--- src/design/smpq_pkg.sv ---
package smpq_pkg;

  localparam int unsigned DEPTH_DEF = 16;
  localparam int unsigned PRIO_W    = 16;
  localparam int unsigned TAG_W     = 16;
  localparam int unsigned OCC_W     = 5;

  localparam logic REQ_INSERT  = 1'b0;
  localparam logic REQ_DEQUEUE = 1'b1;

  typedef enum logic [1:0] {
    ST_INSERTED = 2'd0,
    ST_FULL     = 2'd1,
    ST_DEQUEUED = 2'd2,
    ST_EMPTY    = 2'd3
  } status_e;

  typedef struct packed {
    logic              req_type;
    logic [PRIO_W-1:0] priority_req;
    logic [TAG_W-1:0]  tag;
  } req_t;

  typedef struct packed {
    status_e           status;
    logic [PRIO_W-1:0] out_priority;
    logic [TAG_W-1:0]  out_tag;
    logic [OCC_W-1:0]  occupancy;
  } rsp_t;

  typedef enum logic [2:0] {
    CS_IDLE,
    CS_SCAN,
    CS_SCAN_END,
    CS_SHIFT_SET,
    CS_SHIFT,
    CS_RESP
  } ctrl_state_e;

  // Commands from the controller to the datapath.
  typedef struct packed {
    logic resp_imm;
    logic scan_start;
    logic scan_rd;
    logic shift_set;
    logic shift_rd;
    logic resp_deq;
  } cmd_t;

  // Status from the datapath to the controller.
  typedef struct packed {
    logic count_zero;
    logic scan_last;
    logic idx_at_count;
    logic out_free;
  } sts_t;

endpackage

--- src/design/smpq_ctrl.sv ---
module smpq_ctrl (
  input  logic          clk_i,
  input  logic          rst_ni,
  input  logic          in_valid_i,
  input  logic          req_type_i,
  output logic          in_ready_o,
  input  smpq_pkg::sts_t sts_i,
  output smpq_pkg::cmd_t cmd_o
);

  smpq_pkg::ctrl_state_e state_q, state_d;
  logic                  accept;

  assign accept = in_valid_i && in_ready_o;

  always_ff @(posedge clk_i or negedge rst_ni) begin
    if (!rst_ni) begin
      state_q <= smpq_pkg::CS_IDLE;
    end else begin
      state_q <= state_d;
    end
  end

  always_comb begin
    state_d = state_q;
    case (state_q)
      smpq_pkg::CS_IDLE: begin
        if (accept && req_type_i == smpq_pkg::REQ_DEQUEUE && !sts_i.count_zero) begin
          state_d = smpq_pkg::CS_SCAN;
        end
      end
      smpq_pkg::CS_SCAN: begin
        if (sts_i.scan_last) begin
          state_d = smpq_pkg::CS_SCAN_END;
        end
      end
      smpq_pkg::CS_SCAN_END:  state_d = smpq_pkg::CS_SHIFT_SET;
      smpq_pkg::CS_SHIFT_SET: state_d = smpq_pkg::CS_SHIFT;
      smpq_pkg::CS_SHIFT: begin
        if (sts_i.idx_at_count) begin
          state_d = smpq_pkg::CS_RESP;
        end
      end
      smpq_pkg::CS_RESP: begin
        if (sts_i.out_free) begin
          state_d = smpq_pkg::CS_IDLE;
        end
      end
      default: state_d = smpq_pkg::CS_IDLE;
    endcase
  end

  always_comb begin
    in_ready_o = 1'b0;
    cmd_o      = '0;
    case (state_q)
      smpq_pkg::CS_IDLE: begin
        in_ready_o = sts_i.out_free;
        if (accept) begin
          // Inserts and empty dequeues finish in the cycle of the transaction.
          if (req_type_i == smpq_pkg::REQ_INSERT || sts_i.count_zero) begin
            cmd_o.resp_imm = 1'b1;
          end else begin
            cmd_o.scan_start = 1'b1;
          end
        end
      end
      smpq_pkg::CS_SCAN:      cmd_o.scan_rd = 1'b1;
      smpq_pkg::CS_SCAN_END:  cmd_o = '0;
      smpq_pkg::CS_SHIFT_SET: cmd_o.shift_set = 1'b1;
      smpq_pkg::CS_SHIFT:     cmd_o.shift_rd = !sts_i.idx_at_count;
      smpq_pkg::CS_RESP:      cmd_o.resp_deq = sts_i.out_free;
      default:                cmd_o = '0;
    endcase
  end

endmodule

--- src/design/smpq_datapath.sv ---
module smpq_datapath #(
  parameter int unsigned DEPTH = smpq_pkg::DEPTH_DEF
) (
  input  logic           clk_i,
  input  logic           rst_ni,
  input  smpq_pkg::req_t in_req_i,
  input  logic           out_ready_i,
  output logic           out_valid_o,
  output smpq_pkg::rsp_t out_rsp_o,
  input  smpq_pkg::cmd_t cmd_i,
  output smpq_pkg::sts_t sts_o
);

  localparam int unsigned IW    = (DEPTH > 1) ? $clog2(DEPTH) : 1;
  localparam int unsigned CW    = $clog2(DEPTH + 1);
  localparam int unsigned WORDW = smpq_pkg::PRIO_W + smpq_pkg::TAG_W;

  logic [WORDW-1:0] mem_q [DEPTH];
  logic [WORDW-1:0] rd_q;

  logic [CW-1:0]    count_q, count_d;
  logic [CW-1:0]    idx_q, idx_d;
  logic             scan_vld_q, scan_first_q;
  logic             shift_vld_q;
  logic [IW-1:0]    shift_idx_q;
  logic [IW-1:0]    best_idx_q;
  logic [WORDW-1:0] best_q;
  logic             out_valid_q;
  smpq_pkg::rsp_t   rsp_q, rsp_d;

  logic             rd_en, wr_en, ins_en, full, load;
  logic [IW-1:0]    wr_addr;
  logic [WORDW-1:0] wr_data;
  logic [CW-1:0]    occ_src;
  logic [CW+smpq_pkg::OCC_W-1:0] occ_ext;

  assign full   = (count_q == CW'(DEPTH));
  assign ins_en = cmd_i.resp_imm && (in_req_i.req_type == smpq_pkg::REQ_INSERT) && !full;
  assign rd_en  = cmd_i.scan_rd || cmd_i.shift_rd;
  assign wr_en  = ins_en || shift_vld_q;
  // A shift moves the word read from one slot up into the slot below it.
  assign wr_addr = ins_en ? count_q[IW-1:0] : shift_idx_q - IW'(1);
  assign wr_data = ins_en ? {in_req_i.priority_req, in_req_i.tag} : rd_q;
  assign load    = cmd_i.resp_imm || cmd_i.resp_deq;

  always_ff @(posedge clk_i) begin
    if (wr_en) begin
      mem_q[wr_addr] <= wr_data;
    end
    if (rd_en) begin
      rd_q <= mem_q[idx_q[IW-1:0]];
    end
  end

  always_comb begin
    idx_d = idx_q;
    if (cmd_i.scan_start) begin
      idx_d = '0;
    end else if (cmd_i.scan_rd || cmd_i.shift_rd) begin
      idx_d = idx_q + CW'(1);
    end else if (cmd_i.shift_set) begin
      idx_d = CW'(best_idx_q) + CW'(1);
    end
  end

  always_comb begin
    count_d = count_q;
    if (ins_en) begin
      count_d = count_q + CW'(1);
    end else if (cmd_i.resp_deq) begin
      count_d = count_q - CW'(1);
    end
  end

  always_ff @(posedge clk_i or negedge rst_ni) begin
    if (!rst_ni) begin
      count_q     <= '0;
      idx_q       <= '0;
      scan_vld_q  <= 1'b0;
      shift_vld_q <= 1'b0;
      out_valid_q <= 1'b0;
    end else begin
      count_q     <= count_d;
      idx_q       <= idx_d;
      scan_vld_q  <= cmd_i.scan_rd;
      shift_vld_q <= cmd_i.shift_rd;
      if (load) begin
        out_valid_q <= 1'b1;
      end else if (out_ready_i) begin
        out_valid_q <= 1'b0;
      end
    end
  end

  // Strict less-than keeps the earliest entry on equal priorities.
  always_ff @(posedge clk_i) begin
    scan_first_q <= (idx_q == '0);
    shift_idx_q  <= idx_q[IW-1:0];
    if (scan_vld_q) begin
      if (scan_first_q ||
          rd_q[WORDW-1 -: smpq_pkg::PRIO_W] < best_q[WORDW-1 -: smpq_pkg::PRIO_W]) begin
        best_q     <= rd_q;
        best_idx_q <= shift_idx_q;
      end
    end
    if (load) begin
      rsp_q <= rsp_d;
    end
  end

  always_comb begin
    rsp_d   = '0;
    occ_src = count_q;
    if (cmd_i.resp_deq) begin
      rsp_d.status       = smpq_pkg::ST_DEQUEUED;
      rsp_d.out_priority = best_q[WORDW-1 -: smpq_pkg::PRIO_W];
      rsp_d.out_tag      = best_q[smpq_pkg::TAG_W-1:0];
      occ_src            = count_q - CW'(1);
    end else if (in_req_i.req_type == smpq_pkg::REQ_INSERT) begin
      if (full) begin
        rsp_d.status = smpq_pkg::ST_FULL;
      end else begin
        rsp_d.status = smpq_pkg::ST_INSERTED;
        occ_src      = count_q + CW'(1);
      end
    end else begin
      rsp_d.status = smpq_pkg::ST_EMPTY;
    end
    occ_ext         = (CW + smpq_pkg::OCC_W)'(occ_src);
    rsp_d.occupancy = occ_ext[smpq_pkg::OCC_W-1:0];
  end

  assign out_valid_o = out_valid_q;
  assign out_rsp_o   = rsp_q;

  assign sts_o.count_zero   = (count_q == '0);
  assign sts_o.scan_last    = (idx_q == count_q - CW'(1));
  assign sts_o.idx_at_count = (idx_q == count_q);
  assign sts_o.out_free     = !out_valid_q || out_ready_i;

  a_count_bound: assert property (@(posedge clk_i) disable iff (!rst_ni)
    count_q <= CW'(DEPTH))
    else $error("entry count beyond depth");

  a_single_write: assert property (@(posedge clk_i) disable iff (!rst_ni)
    !(ins_en && shift_vld_q))
    else $error("insert write collides with shift write");

  a_read_in_range: assert property (@(posedge clk_i) disable iff (!rst_ni)
    rd_en |-> idx_q < count_q)
    else $error("read beyond the valid entries");

  a_load_free: assert property (@(posedge clk_i) disable iff (!rst_ni)
    load |-> (!out_valid_q || out_ready_i))
    else $error("result overwrites an untaken result");

endmodule

--- src/design/stable_min_priority_queue.sv ---
// Channel | Direction | Handshake                 | Payload
// --------+-----------+---------------------------+-----------------------
// in      | input     | in_valid_i / in_ready_o   | in_req_i  (req_t)
// out     | output    | out_valid_o / out_ready_i | out_rsp_o (rsp_t)
//
// An insert, and a dequeue on an empty queue, completes in the cycle of its
// transaction and its result is held in the output register from the next cycle.
// A dequeue on a non-empty queue scans the single-read-port entry memory for the
// minimum, then shifts the later entries down, one read and one write per cycle.
// Reset clears the entry count, the controller state and the output valid flag;
// the entry memory needs no clearing pass.
// A stalled result holds the output register, and no new transaction is taken
// until it can be replaced.
module stable_min_priority_queue #(
  parameter int unsigned DEPTH = smpq_pkg::DEPTH_DEF
) (
  input  logic           clk_i,
  input  logic           rst_ni,
  input  logic           in_valid_i,
  output logic           in_ready_o,
  input  smpq_pkg::req_t in_req_i,
  output logic           out_valid_o,
  input  logic           out_ready_i,
  output smpq_pkg::rsp_t out_rsp_o
);

  smpq_pkg::cmd_t cmd;
  smpq_pkg::sts_t sts;

  smpq_ctrl u_ctrl (
    .clk_i      (clk_i),
    .rst_ni     (rst_ni),
    .in_valid_i (in_valid_i),
    .req_type_i (in_req_i.req_type),
    .in_ready_o (in_ready_o),
    .sts_i      (sts),
    .cmd_o      (cmd)
  );

  smpq_datapath #(
    .DEPTH (DEPTH)
  ) u_datapath (
    .clk_i       (clk_i),
    .rst_ni      (rst_ni),
    .in_req_i    (in_req_i),
    .out_ready_i (out_ready_i),
    .out_valid_o (out_valid_o),
    .out_rsp_o   (out_rsp_o),
    .cmd_i       (cmd),
    .sts_o       (sts)
  );

endmodule
--- config.mk ---
export PLATFORM = sky130hd
export DESIGN_NAME = stable_min_priority_queue
export DESIGN_NICKNAME = d
export VERILOG_FILES = /design/src/design/smpq_pkg.sv /design/src/design/smpq_ctrl.sv /design/src/design/smpq_datapath.sv /design/src/design/stable_min_priority_queue.sv
export SDC_FILE = /design/constraint.sdc
export NUM_CORES = 1
export LEC_CHECK = 0
export BUFFER_PORTS_ARGS = -buffer_cell sky130_fd_sc_hd__buf_4
export CAP_MARGIN = 20
export CORE_UTILIZATION = 47
export CTS_BUF_LIST = sky130_fd_sc_hd__clkbuf_16
export DETAILED_ROUTE_END_ITERATION = 10
export PLACE_DENSITY = 0.66
export SLEW_MARGIN = 20
export SYNTH_ARGS = -nofsm -noshare
export SYNTH_HDL_FRONTEND = slang
export SYNTH_SLANG_ARGS = --single-unit
--- constraint.sdc ---
create_clock -name clk_i -period 11.7 [get_ports clk_i]
set_input_delay 1.755 -clock clk_i [delete_from_list [all_inputs] [get_ports clk_i]]
set_output_delay 1.755 -clock clk_i [all_outputs]
set_load 0.01 [all_outputs]
### After elaboration in Yosys (flattened, before gate mapping)

Memory sizes are Yosys's and may differ from the RTL's. A register that Yosys moved wholly into a read port is not among the register bits.
Index checks and enable logic that the tools add are counted.

| word-level totals | value |
|---|---|
| flip-flop bits (word level) | 96 |
| RAM bits | 512 |
| bits of input ports | 37 |
| output and inout port bits | 41 |
| memories | 1 |

| operators by class | value |
|---|---|
| $add $sub $neg | 5 |
| $lt $le $gt $ge | 1 |
| equal/unequal tests | 12 |
| mux-type cells | 30 |
| bitwise operators | 1 |
| reductions and logical operators | 24 |

Memory list:

| name | words | width | rd ports | clocked after Yosys merged registers in | wr ports | line | source |
|---|---|---|---|---|---|---|---|
| u_datapath.mem_q | 16 | 32 | 1 | 1 | 1 | smpq_datapath.sv:18 | `logic [WORDW-1:0] mem_q [DEPTH];` |

Operator list:

| kind | number |
|---|---|
| $mux 5 | 8 |
| $mux 32 | 1 |
| $pmux 3 s6 | 1 |
| $lt 16x16->1 | 1 |
| $mux 1 | 13 |
| $mux 3 | 4 |
| $add 5x1->5 const B | 2 |
| $eq 5x5->1 | 2 |
| $logic_not 5->1 | 2 |
| $eq 3x2->1 const B | 2 |
| $eq 3x3->1 const B | 2 |
| $logic_or 1x1->1 | 6 |
| $ne 2x1->1 const B | 3 |
| $add 4x1->5 const B | 1 |
| $eq 5x5->1 const B | 1 |
| $logic_and 1x1->1 | 5 |
| $sub 5x1->5 const B | 1 |
| $logic_not 1->1 | 4 |
| $mux 2 | 2 |
| $mux 4 | 1 |
| $reduce_and 4->1 | 1 |
| $reduce_bool 2->1 | 2 |
| $sub 4x1->4 const B | 1 |
| $eq 3x1->1 const B | 1 |
| other kinds (6) | 6 |

### Longest topological paths before layout

| depth | value |
|---|---|
| word-level depth | 11 |
| mapped depth | 11 |

### Cells and area by module

Synthesis repeated with hierarchy kept, for this count alone.

| second synthesis, totals | value |
|---|---|
| cell total of the unflattened synthesis | 1217 |
| area, all modules | 25060.3 µm² |

Modules (own cells, without submodules):

| module | instances | cells each | area an instance (µm²) | sequential area each (µm²) |
|---|---|---|---|---|
| smpq_datapath | 1 | 1189 | 24810.0 | 19013.2 |
| smpq_ctrl | 1 | 28 | 250.2 | 75.1 |

### Worst setup path before layout

OpenSTA, ideal clock, no wires.

| path | value |
|---|---|
| path type | in2reg |
| start | in out_ready_i |
| end | mem u_datapath.mem_q[6][0] (netlist name), enable pin |
| library setup time | 0.421 ns |
| data arrival time | 4.106 ns |
| required time | 11.279 ns |
| path slack | 7.173 ns |
| stages | 6 |
| path buffers | 1 |
| cell sequence | nand2b_1 and3_1 buf_2 a2111oi_0 a31oi_1 nor2_1 |

| on the way | value |
|---|---|
| cells in the longest elaborated chain, start to end | 10 |
| elaborated cells between the ends (all ways) | 11 |

RTL lines:

| what | line | source |
|---|---|---|
| start: declaration | stable_min_priority_queue.sv:23 | `input logic out_ready_i,` |
| $logic_or 1x1->1 (*) | smpq_datapath.sv:139 | `assign sts_o.out_free = !out_valid_q \|\| out_ready_i;` |
| $mux 1 (*) | smpq_ctrl.sv:56 | `case (state_q)` |
| $logic_and 1x1->1 (*) | smpq_ctrl.sv:14 | `assign accept = in_valid_i && in_ready_o;` |
| $mux 2 (*) | smpq_ctrl.sv:59 | `if (accept) begin` |
| $mux 2 (*) | smpq_ctrl.sv:56 |  |
| $logic_and 1x1->1 (*) (2 in a row) | smpq_datapath.sv:38 | `assign ins_en = cmd_i.resp_imm && (in_req_i.req_type == smpq_pkg::REQ_INSERT) && !full;` |
| $logic_or 1x1->1 | smpq_datapath.sv:40 | `assign wr_en = ins_en \|\| shift_vld_q;` |
| $mux 1 | smpq_datapath.sv:47 | `if (wr_en) begin` |
| $mux 1 (not written as such) | smpq_datapath.sv:48 | `mem_q[wr_addr] <= wr_data;` |
| end: declaration | smpq_datapath.sv:18 |  |

Mark *: on every way between the ends. The rest lies on a longest branch, timed or not.

### Worst setup path after layout

| path | value |
|---|---|
| start | in out_ready_i |
| end | mem u_datapath.mem_q[3][17] (netlist name), enable pin |

The elaborated chain is that of the path after synthesis.

==> flow_metrics.tcl <==
set metrics [dict create \
    status "finished clean" \
    worstMarginPinSlew_ps 1070 \
    first_pass_iters 5 \
    fmax_ghz 0.236 \
    synth_area_um2 25100 \
    synth-async-reset-ratio_pct 2.50 \
    cts_setup_buffers 0 \
    rsz0062_at_grt "false" \
    startpoint "out_ready_i" \
    grt_max_degree 101 \
    routed-wl-met3_um 3510 \
    antenna_left 0 \
    netlist.area_leader.share_pct 74.2 \
    crit_path_max_incr_delay_ps 560 \
    hp-class "flip-flop to flip-flop" \
    synth.area.top_cells "edfxtp_1, mux4_2, nand2_1, dfrtp_1, ha_1" \
    wl_met1_um 22700 \
    dp_hpwl_um 29000 \
    grt_pass1_vias 12215 \
    cts.repair.resized 0 \
    core_area_um2 52700 \
    ys_seq_area_share_pct 76.2 \
    routed_via_density 5.74 \
    cap_viol_max_count 0 \
    ys.flop_type "edfxtp_1" \
    post-route-period-util_pct 36.1 \
    final_cells 2068 \
    cts_buffers 66 \
    critPathRequiredTime_ps 11960 \
    slowest_stage "nor2_4" \
    synth.net_count 1277 \
    finalHoldViolations 0 \
    port_buffers 77 \
    top_layer "met5" \
    cp_cell_sequence "buf_4 -> nand2b_1 -> nand3_1 -> nor2_4 -> o21ai_0 -> buf_2 -> nor2_4 -> buf_4" \
    h-tree-depth 3 \
    crit_type "input port to flip-flop" \
    hp-start "u_datapath.shift_idx_q[3]" \
    maxSlewHeadroom_pct 28.3 \
    ios 78 \
    fin_crit_ps 4230 \
    vias 11862 \
    wl_per_cell_um 25.2 \
    wl_met2_um 25000 \
    avgSynthCellArea_um2 20.5 \
    drc_errors 0 \
    cts_tree "yes" \
    r2r-start "u_datapath.count_q[0]" \
    synthCells 1221 \
    place.gp.congestion 0.818 \
    antenna_found_initial 1 \
    initial_core_util_pct 47.6 \
    root_buffer "clkbuf_16" \
    hold_buffers 0 \
    start_kind "input port" \
    crit_path_end_kind "flip-flop" \
    gr-total-overflow 0 \
    fp.dieH_um 233 \
    die_x_um 233 \
    synth-seq-cells 640 \
    dp_cells 1947 \
    grt_first_pass_wirelength_um 78000 \
    cp_max_fo 18 \
    power_density_nw_per_um2 260 \
    finalSetupViolations 0 \
    cts_max_path_buffers 3 \
    synth_top_area_cell "edfxtp_1" \
    finalClockSkew_ps 18.5 \
    rrSetupSlack_ps 7700 \
    clk_latency_ps 590 \
    yosysWarningCount 0 \
    die-area_um2 54300 \
    diodes 0 \
    peakVddDrop_uv 183 \
    num_rows 84 \
    p_leak_nw 9.41 \
    nets 1388 \
    synth_edf_count 619 \
    cts.sinks 640 \
    crit_arrival_ps 4490 \
    area_growth_pct 14.4 \
    layout-drive-gt1-share_pct 28.7 \
    drt_iter0_drc 988 \
    grt_usage_pct 19.9 \
    tns_ps 0 \
    path_clk_slew_ps 60 \
    wl_um 52100 \
    ys_types 60 \
    drv_slew 0 \
]
[Yosys cell counts (10+ instances only)]
cell type / number
edfxtp_1: 619
o21ai_0: 12
clkbuf_1: 26
ha_1: 19
mux4_2: 160
a21oi_1: 10
and2_1: 19
xnor2_1: 15
inv_1: 24
buf_2: 25
nor2_1: 51
nand2_1: 111
dfrtp_1: 16
[where the power goes]
| group | leakage [nW] | internal, mW | switching [mW] | total [mW] |
|---|---|---|---|---|
| sequential | 5.87 | 3.24 | 0.209 | 3.45 |
| clock | 1.03 | 1.11 | 0.847 | 1.96 |
| combinational | 2.51 | 0.815 | 1.23 | 2.04 |
| total | 9.41 | 5.16 | 2.28 | 7.45 |
[critical path, delay by kind of cell]
kind / cells / cell delay, ps
buffers and inverters: 3 / 760
AND/OR/NAND/NOR: 4 / 1540
AO/OA/AOI/OAI: 1 / 400
[path summary, 6_finish.rpt]
path                                       endpoint  depth (start not counted)
min in group asynchronous       u_datapath.idx_q[4]                          1
setup reg to reg            u_datapath.mem_q[1][17]                          8
setup / recovery            u_datapath.mem_q[3][17]                          8
hold reg to reg            u_datapath.best_idx_q[3]                          0
max in group asynchronous       u_datapath.idx_q[1]                          1
hold / removal             u_datapath.best_idx_q[3]                          0
[metrics by stage]
| stage | power (mW) | area (um2) | util, % | setup slack [ps] | hold slack, ps |
|---|---|---|---|---|---|
| 2_1_floorplan | 4.85 | 25100 | - | 7170 | 342 |
| 3_3_place_gp | 5.49 | 26500 | 50.3 | 6140 | 432 |
| 3_5_place_dp | 5.56 | 26500 | 50.4 | 6250 | 436 |
| 4_1_cts | 7.52 | 28500 | 54.2 | 6850 | 455 |
| 5_1_grt | 7.80 | 28700 | 54.4 | 7290 | 465 |
| 6_report | 7.45 | 28700 | 54.4 | 7470 | 452 |
[area by class of cell]
type	count	area, um2
fill	3996	24000
sequential	640	19100
multi-input combinational	494	5700
clock buffer	69	1730
timing repair buffer	105	911
tap	688	861
clock inverter	47	277
inverter	25	93.8
[cell families after synthesis]
logic type	share of synthesized area, %
AO/OA/AOI/OAI	1.78
XOR/XNOR	0.729
adder cells (fa/ha/maj)	0.949
buffers and inverters	1.71
flip-flops	76.2
multiplexers	14.6
AND/OR/NAND/NOR	4.04
[registers in the layout, indices dropped and copies added (netlist names)]
name	cells
u_datapath.shift_idx_q	4
u_datapath.best_q	32
u_datapath.mem_q	512
u_datapath.count_q	5
u_datapath.scan_first_q	1
u_datapath.idx_q	5
u_datapath.shift_vld_q	1
u_datapath.best_idx_q	4
u_datapath.out_valid_o	1
u_datapath.rd_q	32
u_datapath.scan_vld_q	1
u_datapath.out_rsp_o	39
u_ctrl.state_q	3
[layer usage]
metal	track usage, %	vias up
li1	-	5155
met1	28.2	6263
met2	31.0	384
met3	4.58	58
met4	5.62	2
met5	0	-
[cells in the final DEF, fill, tap and decap left out, types with 13 or more instances in the layout]
cell and n:
and2_1 19, xnor2_1 15, edfxtp_1 619, inv_1 34, nand2_1 109, clkbuf_16 69, clkinv_2 16, buf_4 97
clkinv_1 13, ha_1 19, mux4_2 160, nor2_1 34, nor2_4 17
No activity file was read; power rests on OpenSTA's default activity.
